<file path="src/cbgm_pkg.sv">
`default_nettype none

package cbgm_pkg;

  // defaults for the top-level parameters
  localparam int unsigned TableDepthDef = 64;
  localparam int unsigned PointBitsDef  = 16;

  // fixed port widths
  localparam int unsigned ReqW    = 2;
  localparam int unsigned IdW     = 16;
  localparam int unsigned PtW     = 16;
  localparam int unsigned StatusW = 2;

  // depth of the command queue between front and back
  localparam int unsigned CmdQDepth = 2;

  // request codes on req_type
  localparam logic [ReqW-1:0] REQ_LOAD  = 2'd0;
  localparam logic [ReqW-1:0] REQ_MATCH = 2'd1;
  localparam logic [ReqW-1:0] REQ_CLEAR = 2'd2;
  localparam logic [ReqW-1:0] REQ_SPARE = 2'd3;

  // result codes on status
  localparam logic [StatusW-1:0] ST_OK      = 2'd0;
  localparam logic [StatusW-1:0] ST_MATCHED = 2'd1;
  localparam logic [StatusW-1:0] ST_NOMATCH = 2'd2;
  localparam logic [StatusW-1:0] ST_FULL    = 2'd3;

  typedef enum logic [1:0] {
    OP_LOAD,
    OP_MATCH,
    OP_CLEAR,
    OP_NOP
  } cmd_op_e;

  // classified command, points already masked to the point width
  typedef struct packed {
    cmd_op_e        op;
    logic [IdW-1:0] id;
    logic [PtW-1:0] int_start;
    logic [PtW-1:0] int_end;
    logic [PtW-1:0] point;
  } cmd_t;

endpackage

`default_nettype wire

</file>
<file path="src/cbgm_front.sv">
`default_nettype none

module cbgm_front import cbgm_pkg::*; #(
  parameter int unsigned POINT_BITS = PointBitsDef
) (
  input  wire logic            clk_i,
  input  wire logic            rst_ni,
  input  wire logic            req_valid_i,
  output logic                 req_ready_o,
  input  wire logic [ReqW-1:0] req_type_i,
  input  wire logic [IdW-1:0]  interval_id_i,
  input  wire logic [PtW-1:0]  interval_start_i,
  input  wire logic [PtW-1:0]  interval_end_i,
  input  wire logic [PtW-1:0]  query_point_i,
  output logic                 cmd_valid_o,
  output cmd_t                 cmd_o,
  input  wire logic            cmd_pop_i
);

  localparam int unsigned PW  = (POINT_BITS < PtW) ? POINT_BITS : PtW;
  localparam logic [PtW-1:0] PtMask = PtW'((64'd1 << PW) - 64'd1);
  localparam int unsigned QAW = (CmdQDepth > 1) ? $clog2(CmdQDepth) : 1;
  localparam int unsigned QCW = $clog2(CmdQDepth + 1);

  cmd_t           cmd_new;
  cmd_t           q_mem_q [CmdQDepth];
  logic [QAW-1:0] wr_ptr_q, wr_ptr_d;
  logic [QAW-1:0] rd_ptr_q, rd_ptr_d;
  logic [QCW-1:0] count_q, count_d;
  logic           push, pop;

  // classify the word
  always_comb begin
    cmd_new.id        = interval_id_i;
    cmd_new.int_start = interval_start_i & PtMask;
    cmd_new.int_end   = interval_end_i & PtMask;
    cmd_new.point     = query_point_i & PtMask;
    unique case (req_type_i)
      REQ_LOAD:  cmd_new.op = OP_LOAD;
      REQ_MATCH: cmd_new.op = OP_MATCH;
      REQ_CLEAR: cmd_new.op = OP_CLEAR;
      REQ_SPARE: cmd_new.op = OP_NOP;
      default:   cmd_new.op = OP_NOP;
    endcase
  end

  assign req_ready_o = (count_q != QCW'(CmdQDepth));
  assign push        = req_valid_i & req_ready_o;
  assign cmd_valid_o = (count_q != '0);
  assign pop         = cmd_pop_i & cmd_valid_o;
  assign cmd_o       = q_mem_q[rd_ptr_q];

  always_comb begin
    wr_ptr_d = wr_ptr_q;
    rd_ptr_d = rd_ptr_q;
    count_d  = count_q;
    if (push) begin
      wr_ptr_d = (wr_ptr_q == QAW'(CmdQDepth - 1)) ? '0 : wr_ptr_q + 1'b1;
    end
    if (pop) begin
      rd_ptr_d = (rd_ptr_q == QAW'(CmdQDepth - 1)) ? '0 : rd_ptr_q + 1'b1;
    end
    if (push && !pop) begin
      count_d = count_q + 1'b1;
    end else if (pop && !push) begin
      count_d = count_q - 1'b1;
    end
  end

  always_ff @(posedge clk_i) begin
    if (push) begin
      q_mem_q[wr_ptr_q] <= cmd_new;
    end
  end

  always_ff @(posedge clk_i or negedge rst_ni) begin
    if (!rst_ni) begin
      wr_ptr_q <= '0;
      rd_ptr_q <= '0;
      count_q  <= '0;
    end else begin
      wr_ptr_q <= wr_ptr_d;
      rd_ptr_q <= rd_ptr_d;
      count_q  <= count_d;
    end
  end

endmodule

`default_nettype wire

</file>
<file path="src/cbgm_back.sv">
`default_nettype none

module cbgm_back import cbgm_pkg::*; #(
  parameter int unsigned TABLE_DEPTH = TableDepthDef,
  parameter int unsigned POINT_BITS  = PointBitsDef
) (
  input  wire logic               clk_i,
  input  wire logic               rst_ni,
  input  wire logic               cmd_valid_i,
  input  wire cmd_t               cmd_i,
  output logic                    cmd_pop_o,
  output logic                    out_valid_o,
  input  wire logic               out_ready_i,
  output logic [StatusW-1:0]      status_o,
  output logic [IdW-1:0]          match_id_o
);

  localparam int unsigned PW = (POINT_BITS < PtW) ? POINT_BITS : PtW;
  localparam int unsigned AW = $clog2(TABLE_DEPTH);
  localparam int unsigned CW = $clog2(TABLE_DEPTH + 1);
  localparam int unsigned KW = 2 * PW + IdW;
  localparam int unsigned EW = 1 + KW;

  typedef enum logic [6:0] {
    S_INIT   = 7'b0000001,
    S_IDLE   = 7'b0000010,
    S_LOAD   = 7'b0000100,
    S_MATCH  = 7'b0001000,
    S_CLEAR  = 7'b0010000,
    S_REMOVE = 7'b0100000,
    S_DONE   = 7'b1000000
  } state_e;

  state_e state_q, state_d;

  // entry layout: live, end, start, id (key order for the tie-break)
  logic [EW-1:0] mem_q [TABLE_DEPTH];
  logic          mem_we;
  logic [AW-1:0] mem_waddr;
  logic [EW-1:0] mem_wdata;
  logic [AW-1:0] mem_raddr;
  logic [EW-1:0] rd_data_q;

  logic [CW-1:0] cnt_q, cnt_d;
  logic          rd_vld_q, rd_vld_d;
  logic [AW-1:0] rd_idx_q;
  cmd_t          cmd_q, cmd_d;
  logic          found_q, found_d;
  logic [AW-1:0] best_idx_q, best_idx_d;
  logic [KW-1:0] best_key_q, best_key_d;
  logic [StatusW-1:0] res_status_q, res_status_d;
  logic [IdW-1:0]     res_id_q, res_id_d;
  logic               out_vld_q, out_vld_d;
  logic [StatusW-1:0] out_status_q, out_status_d;
  logic [IdW-1:0]     out_id_q, out_id_d;

  logic          e_live;
  logic [KW-1:0] e_key;
  logic [PW-1:0] e_start, e_end, pt;
  logic          scanning, rd_issue, hit, better, scan_done, last_cnt;

  assign e_live  = rd_data_q[EW-1];
  assign e_key   = rd_data_q[KW-1:0];
  assign e_end   = rd_data_q[IdW+PW +: PW];
  assign e_start = rd_data_q[IdW +: PW];
  assign pt      = cmd_q.point[PW-1:0];

  assign scanning  = (state_q == S_LOAD) || (state_q == S_MATCH);
  assign rd_issue  = scanning && (cnt_q < CW'(TABLE_DEPTH));
  assign scan_done = (cnt_q == CW'(TABLE_DEPTH)) && !rd_vld_q;
  assign last_cnt  = (cnt_q == CW'(TABLE_DEPTH - 1));
  assign hit       = rd_vld_q && e_live && (e_start <= pt) && (pt <= e_end);
  assign better    = hit && (!found_q || (e_key < best_key_q));
  assign mem_raddr = cnt_q[AW-1:0];

  always_comb begin
    state_d      = state_q;
    cnt_d        = cnt_q;
    rd_vld_d     = 1'b0;
    cmd_d        = cmd_q;
    found_d      = found_q;
    best_idx_d   = best_idx_q;
    best_key_d   = best_key_q;
    res_status_d = res_status_q;
    res_id_d     = res_id_q;
    cmd_pop_o    = 1'b0;
    mem_we       = 1'b0;
    mem_waddr    = cnt_q[AW-1:0];
    mem_wdata    = '0;
    out_vld_d    = out_vld_q & ~out_ready_i;
    out_status_d = out_status_q;
    out_id_d     = out_id_q;

    unique case (state_q)
      S_INIT, S_CLEAR: begin
        // sweep every slot to not-live
        mem_we = 1'b1;
        cnt_d  = cnt_q + 1'b1;
        if (last_cnt) begin
          res_status_d = ST_OK;
          res_id_d     = '0;
          state_d      = (state_q == S_INIT) ? S_IDLE : S_DONE;
        end
      end
      S_IDLE: begin
        cnt_d   = '0;
        found_d = 1'b0;
        if (cmd_valid_i) begin
          cmd_pop_o    = 1'b1;
          cmd_d        = cmd_i;
          res_status_d = ST_OK;
          res_id_d     = '0;
          unique case (cmd_i.op)
            OP_LOAD:  state_d = S_LOAD;
            OP_MATCH: state_d = S_MATCH;
            OP_CLEAR: state_d = S_CLEAR;
            OP_NOP:   state_d = S_DONE;
            default:  state_d = S_DONE;
          endcase
        end
      end
      S_LOAD: begin
        rd_vld_d = rd_issue;
        if (rd_issue) begin
          cnt_d = cnt_q + 1'b1;
        end
        if (rd_vld_q && !e_live) begin
          // lowest free slot takes the interval
          mem_we       = 1'b1;
          mem_waddr    = rd_idx_q;
          mem_wdata    = {1'b1, cmd_q.int_end[PW-1:0], cmd_q.int_start[PW-1:0], cmd_q.id};
          res_status_d = ST_OK;
          state_d      = S_DONE;
        end else if (scan_done) begin
          res_status_d = ST_FULL;
          state_d      = S_DONE;
        end
      end
      S_MATCH: begin
        rd_vld_d = rd_issue;
        if (rd_issue) begin
          cnt_d = cnt_q + 1'b1;
        end
        if (better) begin
          found_d    = 1'b1;
          best_idx_d = rd_idx_q;
          best_key_d = e_key;
        end
        if (scan_done) begin
          if (found_q) begin
            state_d = S_REMOVE;
          end else begin
            res_status_d = ST_NOMATCH;
            state_d      = S_DONE;
          end
        end
      end
      S_REMOVE: begin
        mem_we       = 1'b1;
        mem_waddr    = best_idx_q;
        res_status_d = ST_MATCHED;
        res_id_d     = best_key_q[IdW-1:0];
        state_d      = S_DONE;
      end
      S_DONE: begin
        if (!out_vld_q || out_ready_i) begin
          out_vld_d    = 1'b1;
          out_status_d = res_status_q;
          out_id_d     = res_id_q;
          state_d      = S_IDLE;
        end
      end
      default: state_d = S_IDLE;
    endcase
  end

  assign out_valid_o = out_vld_q;
  assign status_o    = out_status_q;
  assign match_id_o  = out_id_q;

  always_ff @(posedge clk_i) begin
    if (mem_we) begin
      mem_q[mem_waddr] <= mem_wdata;
    end
    rd_data_q <= mem_q[mem_raddr];
  end

  always_ff @(posedge clk_i) begin
    rd_idx_q     <= mem_raddr;
    cmd_q        <= cmd_d;
    best_idx_q   <= best_idx_d;
    best_key_q   <= best_key_d;
    res_status_q <= res_status_d;
    res_id_q     <= res_id_d;
    out_status_q <= out_status_d;
    out_id_q     <= out_id_d;
  end

  always_ff @(posedge clk_i or negedge rst_ni) begin
    if (!rst_ni) begin
      state_q   <= S_INIT;
      cnt_q     <= '0;
      rd_vld_q  <= 1'b0;
      found_q   <= 1'b0;
      out_vld_q <= 1'b0;
    end else begin
      state_q   <= state_d;
      cnt_q     <= cnt_d;
      rd_vld_q  <= rd_vld_d;
      found_q   <= found_d;
      out_vld_q <= out_vld_d;
    end
  end

endmodule

`default_nettype wire

</file>
<file path="src/convex_bipartite_greedy_match_core.sv">
// greedy interval matcher for convex bipartite graphs: the core keeps a table of TABLE_DEPTH
// intervals (id, start, end) and serves three requests, one result word per request word.
// load puts the interval into the lowest free slot (status 0) or reports a full table
// (status 3); clear empties the table (status 0); match takes a point and removes the live
// interval that covers it with the smallest end, then smallest start, then smallest id,
// returning its id (status 1) or no match (status 2); request code 3 does nothing (status 0).
// feed match points in ascending order for the greedy sweep to give a maximum matching.
// start, end and point are cut to POINT_BITS bits (at most 16). the table sits in one
// single-port-read ram scanned one slot per cycle, so a match scans every slot, a load stops
// at the first free slot and a clear writes every slot to not-live. after reset the core
// sweeps the ram before it starts on request words; words are still queued meanwhile.
// a two-word queue in front and a result register behind let both sides stall on their own.

`default_nettype none

module convex_bipartite_greedy_match_core import cbgm_pkg::*; #(
  parameter int unsigned TABLE_DEPTH = TableDepthDef,
  parameter int unsigned POINT_BITS  = PointBitsDef
) (
  input  wire logic               clk_i,
  input  wire logic               rst_ni,
  // request words
  input  wire logic               in_valid_i,
  output logic                    in_ready_o,
  input  wire logic [ReqW-1:0]    req_type_i,
  input  wire logic [IdW-1:0]     interval_id_i,
  input  wire logic [PtW-1:0]     interval_start_i,
  input  wire logic [PtW-1:0]     interval_end_i,
  input  wire logic [PtW-1:0]     query_point_i,
  // result words
  output logic                    out_valid_o,
  input  wire logic               out_ready_i,
  output logic [StatusW-1:0]      status_o,
  output logic [IdW-1:0]          match_id_o
);

  // command handoff between front queue and back sequencer
  logic cmd_valid;
  logic cmd_pop;
  cmd_t cmd;

  // front: decode request type, mask points, queue the command
  cbgm_front #(
    .POINT_BITS (POINT_BITS)
  ) u_front (
    .clk_i            (clk_i),
    .rst_ni           (rst_ni),
    .req_valid_i      (in_valid_i),
    .req_ready_o      (in_ready_o),
    .req_type_i       (req_type_i),
    .interval_id_i    (interval_id_i),
    .interval_start_i (interval_start_i),
    .interval_end_i   (interval_end_i),
    .query_point_i    (query_point_i),
    .cmd_valid_o      (cmd_valid),
    .cmd_o            (cmd),
    .cmd_pop_i        (cmd_pop)
  );

  // back: slot table ram, scan sequencer and result register
  cbgm_back #(
    .TABLE_DEPTH (TABLE_DEPTH),
    .POINT_BITS  (POINT_BITS)
  ) u_back (
    .clk_i       (clk_i),
    .rst_ni      (rst_ni),
    .cmd_valid_i (cmd_valid),
    .cmd_i       (cmd),
    .cmd_pop_o   (cmd_pop),
    .out_valid_o (out_valid_o),
    .out_ready_i (out_ready_i),
    .status_o    (status_o),
    .match_id_o  (match_id_o)
  );

endmodule

`default_nettype wire
</file>
<file path="config.mk">
export PLATFORM = sky130hd
export DESIGN_NAME = convex_bipartite_greedy_match_core
export DESIGN_NICKNAME = d
export VERILOG_FILES = /design/src/cbgm_pkg.sv /design/src/cbgm_front.sv /design/src/cbgm_back.sv /design/src/convex_bipartite_greedy_match_core.sv
export SDC_FILE = /design/constraint.sdc
export NUM_CORES = 2
export LEC_CHECK = 0
export BUFFER_PORTS_ARGS = -buffer_cell sky130_fd_sc_hd__buf_4
export CORE_MARGIN = 2
export CORE_UTILIZATION = 45
export DETAILED_ROUTE_END_ITERATION = 16
export SYNTH_ARGS = -nofsm -noshare
export SYNTH_HDL_FRONTEND = slang
export SYNTH_SLANG_ARGS = --single-unit
export TNS_END_PERCENT = 20
</file>
<file path="constraint.sdc">
create_clock -name clk_i -period 16.3 [get_ports clk_i]
set_input_delay 3.26 -clock clk_i [delete_from_list [all_inputs] [get_ports clk_i]]
set_output_delay 3.26 -clock clk_i [all_outputs]
set_load 0.02 [all_outputs]
</file>
---- After elaboration in Yosys (flattened, before gate mapping) ----
Memory sizes are Yosys's and may differ from the RTL's. A register that Yosys moved wholly into a read port is not among the register bits.
Cells that the tools add are included.
storage, ports and cells
  register bits after elaboration ......... 181
  bits in writable memories ............... 3,268
  input port bits ......................... 70
  output and inout bits ................... 20
  logic and storage cells ................. 139
  memories ................................ 2
memories
  name             words  width  read ports  clocked after memory_dff  wr ports  line              RTL
  u_back.mem_q     64     49     1           1                         1         cbgm_back.sv:37   logic [EW-1:0] mem_q [TABLE_DEPTH];
  u_front.q_mem_q  2      66     1           0                         1         cbgm_front.sv:26  cmd_t q_mem_q [CmdQDepth];
operators by class
  add/subtract/negate cells ............... 5
  order comparisons ....................... 4
  equality and inequality tests ........... 24
  muxes and demuxes ....................... 44
  bitwise logic cells ..................... 4
  reduce and logical (&&, ||, !) cells .... 37
operators with widths
  cell                 number
  $mux 49              2
  $mux 7               9
  $lt 48x48->1         1
  $pmux 16 s3          1
  $pmux 7 s6           1
  $le 16x16->1         2
  $mux 16              2
  $pmux 7 s4           1
  $pmux 7 s3           1
  $mux 2               8
  $eq 7x6->1 const B   2
  $eq 7x7->1 const B   2
  $mux 1               13
  $pmux 6 s2           1
  $ne 2x1->1 const B   5
  $pmux 2 s5           1
  $reduce_and 2->1     5
  $logic_and 1x1->1    9
  $eq 2x2->1 const B   4
  $pmux 2 s4           1
  $add 7x1->7 const B  1
  $eq 7x1->1 const B   1
  $eq 7x2->1 const B   1
  $eq 7x3->1 const B   1
  24 further kinds     43

---- Longest topological paths before layout ----
  word-level depth ........................ 7
  depth in mapped cells ................... 10
  mapped depth without buffers ............ 8

---- Cells and area by module ----
From an unflattened synthesis, not the netlist that was laid out.
unflattened totals
  cell total of the unflattened synthesis .. 5,409
  area total of the unflattened synthesis .. 133,061.4 sq um
modules (own cells, without submodules)
  module      instances  cells each  area an instance (sq um)
  cbgm_back   1          5,184       127,984.0
  cbgm_front  1          225         5,077.4

---- Worst setup path before layout ----
No wires, ideal clock.
  path kind ............................... input -> register
  start point ............................. in in_valid_i
  end point ............................... mem u_front.q_mem_q[0][0] in the netlist's numbering, enable pin
  data arrival time ....................... 6.115 ns
  data required time ...................... 15.810 ns
  slack ................................... 9.694 ns
  stages on the path ...................... 2
  path buffers ............................ 0
  path through ............................ nand2_1 -> nor2_1
between the ends
  word-level cells in the longest chain between the ends .. 3
RTL lines
  element                       line                                      RTL
  from (decl)                   convex_bipartite_greedy_match_core.sv:23  input wire logic in_valid_i,
  $and 1x1->1                   cbgm_front.sv:48                          assign push = req_valid_i & req_ready_o;
  $mux 1                        cbgm_front.sv:71                          if (push) begin
  $mux 1 (not written as such)  cbgm_front.sv:72                          q_mem_q[wr_ptr_q] <= cmd_new;
  to (decl)                     cbgm_front.sv:26
Every way passes these cells.

---- Worst setup path in the final report ----
  start point ............................. reg u_back.state_q[4]
  end point ............................... mem u_back.mem_q[57][42] in the netlist's numbering, enable pin
between the ends
  word-level cells in the longest chain between the ends .. 5
RTL lines
  element                                   line              RTL
  from (decl)                               cbgm_back.sv:34   state_e state_q, state_d;
  from (signal assigned)                    cbgm_back.sv:207  state_q <= state_d;
  $eq 7x5->1, or another cell as far along  cbgm_back.sv:94   unique case (state_q)
  $reduce_or 3->1 (no source line)          --
  $pmux 1 s2                                cbgm_back.sv:94
  $mux 1                                    cbgm_back.sv:182  if (mem_we) begin
  $mux 1 (not written as such)              cbgm_back.sv:183  mem_q[mem_waddr] <= mem_wdata;
  to (decl)                                 cbgm_back.sv:37
Several ways; a longest one is shown, not always the timed one.

==> results.md <==
* Number of maximum-capacitance constraint violations at 0
* Horizontal die dimension at 548 um
* Final net count at 5909
* Pleak at 54.1 nW
* # DRC at 0
* Final Hold Fails at 0
* Largest fanout on the critical path at 120
* Wire length after detailed routing at 341000 um
* Synthesized net count at 5557
* Worst path max stage delay at 0.93 ns
* Insertion delay to the later sink of the worst-skew pair at 0.96 ns
* Routed wirelength normalized by instance count at 34.2 um
* Min-Delay Path Class: flop to flop
* Critical path buffers and inverters at 3
* Synth cell types at 62
* Transition time at the pin with the least slew margin at 1.32 ns
* Initial antenna violation count at 14
* Global route total overflow at 0
* Starting Density at 45.2%
* Count of flip-flops with a built-in enable after synthesis at 3422
* Number of warnings reported in the yosys synthesis log at 0
* Detailed Routing Iterations Pass 1 at 5
* Final Hold Slack at 0.417 ns
* Most used DFF post-synth: sky130_fd_sc_hd__edfxtp_1
* Cell type with the largest total area after synthesis: sky130_fd_sc_hd__edfxtp_1
* Worst setup skew after layout at 0.0835 ns
* Via count of the first global-routing pass at 60937
* # Post-CTS Setup Buffers at 0
* Top area cells in the synthesized netlist: sky130_fd_sc_hd__edfxtp_1 (77%), sky130_fd_sc_hd__mux4_2 (17%), sky130_fd_sc_hd__dfxtp_1 (0.83%), sky130_fd_sc_hd__ha_1 (0.77%), sky130_fd_sc_hd__mux2_2 (0.57%)
* RSZ-0062 raised after global routing: false
* Worst voltage drop across the vdd grid at 0.0000912 V
* Critical path launch point type: flop
* Detail Route Antenna Nets at 0
* Number of buffers inserted by hold repair at cts at 0
* CTS Buf Count at 361
* Async S/R FF share, synth at 0.600%
* Result of the run: finished clean
* Portion of the clock cycle consumed by the worst path in the final layout at 37.2%
* Required time of the critical path at 16.86 ns
* Portion of the post-synthesis area used by sequential elements at 78.5%
* PortBufs at 89
* Critical-path cell list: or4_1, nor4b_4, buf_12, nor2_2, a221oi_2, nand3_1, nor2_4, buf_4, buf_4
* Final min period at 6.06 ns
* Highest clock frequency the design can meet at 165 MHz
* Crit path top cell by count: sky130_fd_sc_hd__buf_4
* Power per standard cell area at 136 mW/mm^2
* Clock transition time at the flip-flop clock pins of the worst setup and hold paths at 0.06 ns
* Category of the most critical setup path: flop to flop
* Setup TNS at 0 ns
* Fraction of layout instances using a drive strength above 1 at 32.3%
* Cells after Synth at 5405
* Cell Area, Synth at 0.133 mm^2
* Violation count after the first detailed-routing iteration at 7527
* Area added between synthesis and finish at 13.8%
* Floorplan die area at 0.300 mm^2
* Element type at the critical path end: flop
* Cell Rows at 199
* Post-CTS resize count at 0
* I/O Pins at 90
* Height of the chip at 548 um
* Final number of max-transition violations at 0
* Leading cell type by number of instances after synthesis: sky130_fd_sc_hd__edfxtp_1
* Number of vias after detailed routing at 60269
* Total routing resource utilization after global routing at 22.7%
* Detail Placement HPWL at 185000 um
* Global-route wire length before repair at 477000 um
* Flops & latches, synth at 3498
* Clock tree from TritonCTS: yes
* Syn Area/Cell at 24.6 um^2
* Worst-case headroom to the max-slew limit at 11.8%
* Final number of setup-violating endpoints at 0
* Post-synth top cells: sky130_fd_sc_hd__edfxtp_1 (3422), sky130_fd_sc_hd__mux4_2 (1029), sky130_fd_sc_hd__clkbuf_1 (194), sky130_fd_sc_hd__inv_1 (86)
* Vias per std cell at 6.04
* Maximum level of the CTS H-tree at 5
* Core region area at 0.294 mm^2
* Num Clock Sinks at 3498
* Clock root buffer: sky130_fd_sc_hd__clkbuf_16
* Pin count of the biggest net entering global routing at 127
* Max Buffers Root-to-Sink at 4
* Largest delay contributor family on the critical path: simple AND/OR/NAND/NOR gates
* Arr. time, crit path at 6.62 ns
* Highest-delay cell along the critical path: sky130_fd_sc_hd__nor2_4
* Share of Yosys cell area claimed by the top area cell type at 77.3%
* Routability Congestion at 0.799
## worst reg2reg max path: stages (launching register included)
cell	delay, ns
sky130_fd_sc_hd__dfrtp_1	0.49
sky130_fd_sc_hd__or4_1	0.70
sky130_fd_sc_hd__nor4b_4	0.36
sky130_fd_sc_hd__buf_12	0.45
sky130_fd_sc_hd__nor2_2	0.42
sky130_fd_sc_hd__a221oi_2	0.52
sky130_fd_sc_hd__nand3_1	0.75
sky130_fd_sc_hd__nor2_4	0.94
sky130_fd_sc_hd__buf_4	0.51
sky130_fd_sc_hd__buf_4	0.55
## metrics by stage
stage	util (%)	setup WS, ns	instance area [um^2]	std cells	power, mW
after global placement	47.4	10.31	139000	9313	12.5
after floorplan	-	9.69	133000	5405	11.7
after CTS	51.5	10.26	151000	9970	20.7
final	51.5	10.24	151000	9978	20.5
after global routing	51.5	10.05	151000	9972	21.2
after detailed placement	47.4	10.25	139000	9313	12.5
## layer usage
layer / track usage [%] / wire [um] / vias to the layer above
li1: - / - / 24027
met1: 31.9 / 138000 / 33317
met2: 37.8 / 171000 / 2452
met3: 2.53 / 21400 / 467
met4: 6.52 / 10400 / 6
met5: 0 / 55 / -
## path summary, 6_finish.rpt
check	slack (ns)	cells past startpoint	from	to
min in group asynchronous	2.27	1	rst_ni	u_back.out_valid_o$_DFF_PN0_
max in group asynchronous	13.51	1	rst_ni	u_front.rd_ptr_q$_DFFE_PN0P_
hold reg to reg	0.42	0	u_back.res_id_q[9]$_SDFFCE_PP0P_	u_back.match_id_o[9]$_DFFE_PP_
setup reg to reg	10.24	9	u_back.state_q[4]$_DFFE_PN0P_	u_back.mem_q[57][42]$_DFFE_PP_
hold / removal	0.42	0	u_back.res_id_q[9]$_SDFFCE_PP0P_	u_back.match_id_o[9]$_DFFE_PP_
setup / recovery	10.24	9	u_back.state_q[4]$_DFFE_PN0P_	u_back.mem_q[57][42]$_DFFE_PP_
## report_power, final
part | leakage, nW | internal, mW | switching, mW
Combinational | 9.10 | 0.756 | 1.06
Sequential | 39.3 | 10.1 | 0.315
Clock | 5.75 | 4.82 | 3.47
Total | 54.1 | 15.7 | 4.85
## state kept, by name, indices dropped and copies added, names as in the netlist, 2 cells and up
signal and flops:
u_back.res_status_q 2, u_back.mem_q 3136, u_front.count_q 2, u_back.rd_idx_q 6, u_back.cnt_q 7, u_front.q_mem_q 132, u_back.res_id_q 16, u_back.best_idx_q 6
u_back.cmd_q 48, u_back.rd_data_q 49, u_back.pt 16, u_back.match_id_o 16, u_back.state_q 7, u_back.best_key_q 48, u_back.status_o 2
## cell type report
cell class	count	area, um^2
Clock buffer	464	9590
Timing Repair Buffer	249	1980
Tap cell	3919	4900
Inverter	86	325
Antenna cell	8	20.0
Multi-Input combinational cell	1561	27800
Sequential cell	3498	104000
Fill cell	22503	143000
Clock inverter	193	2270
## logic make-up (layout without fill, tap and decap cells)
| family | Yosys count | after routing | share of synthesized area [%] |
|---|---|---|---|
| xor gates and xnor gates | 14 | 14 | 0.0922 |
| muxes | 1097 | 1097 | 18.0 |
| adders and majority gates | 82 | 82 | 0.772 |
| and+or+nand+nor | 276 | 276 | 1.13 |
| AOI/OAI and AO/OA | 92 | 92 | 0.490 |
| DFF | 3498 | 3498 | 78.5 |
| other | 0 | 8 | 0 |
| buffers and inverters | 346 | 992 | 0.983 |
## placed cells by master (no fill, tap or decap), drive strengths merged, types with 5 or more instances in the layout
| cell type | netlist | layout |
|---|---|---|
| xor2 | 8 | 8 |
| or4 | 5 | 5 |
| and4 | 6 | 6 |
| nor2b | 5 | 5 |
| a21oi | 31 | 31 |
| nor3 | 8 | 8 |
| clkinvlp | 0 | 10 |
| ha | 82 | 82 |
| a221o | 5 | 5 |
| mux4 | 1029 | 1029 |
| nor2 | 83 | 83 |
| diode | 0 | 8 |
| a21o | 11 | 11 |
| clkinv | 0 | 130 |
| edfxtp | 3422 | 3422 |
| dfxtp | 55 | 55 |
| o21ai | 11 | 11 |
| dfrtp | 20 | 20 |
| clkbuf | 194 | 464 |
| nand4 | 32 | 32 |
| xnor2 | 6 | 6 |
| mux2 | 67 | 67 |
| nand2 | 20 | 20 |
| nand2b | 7 | 7 |
| bufinv | 0 | 40 |
| buf | 66 | 249 |
| inv | 86 | 99 |
| nand3 | 21 | 21 |
| and2 | 69 | 69 |
| and3 | 5 | 5 |
(Power assumes the default switching activity.)
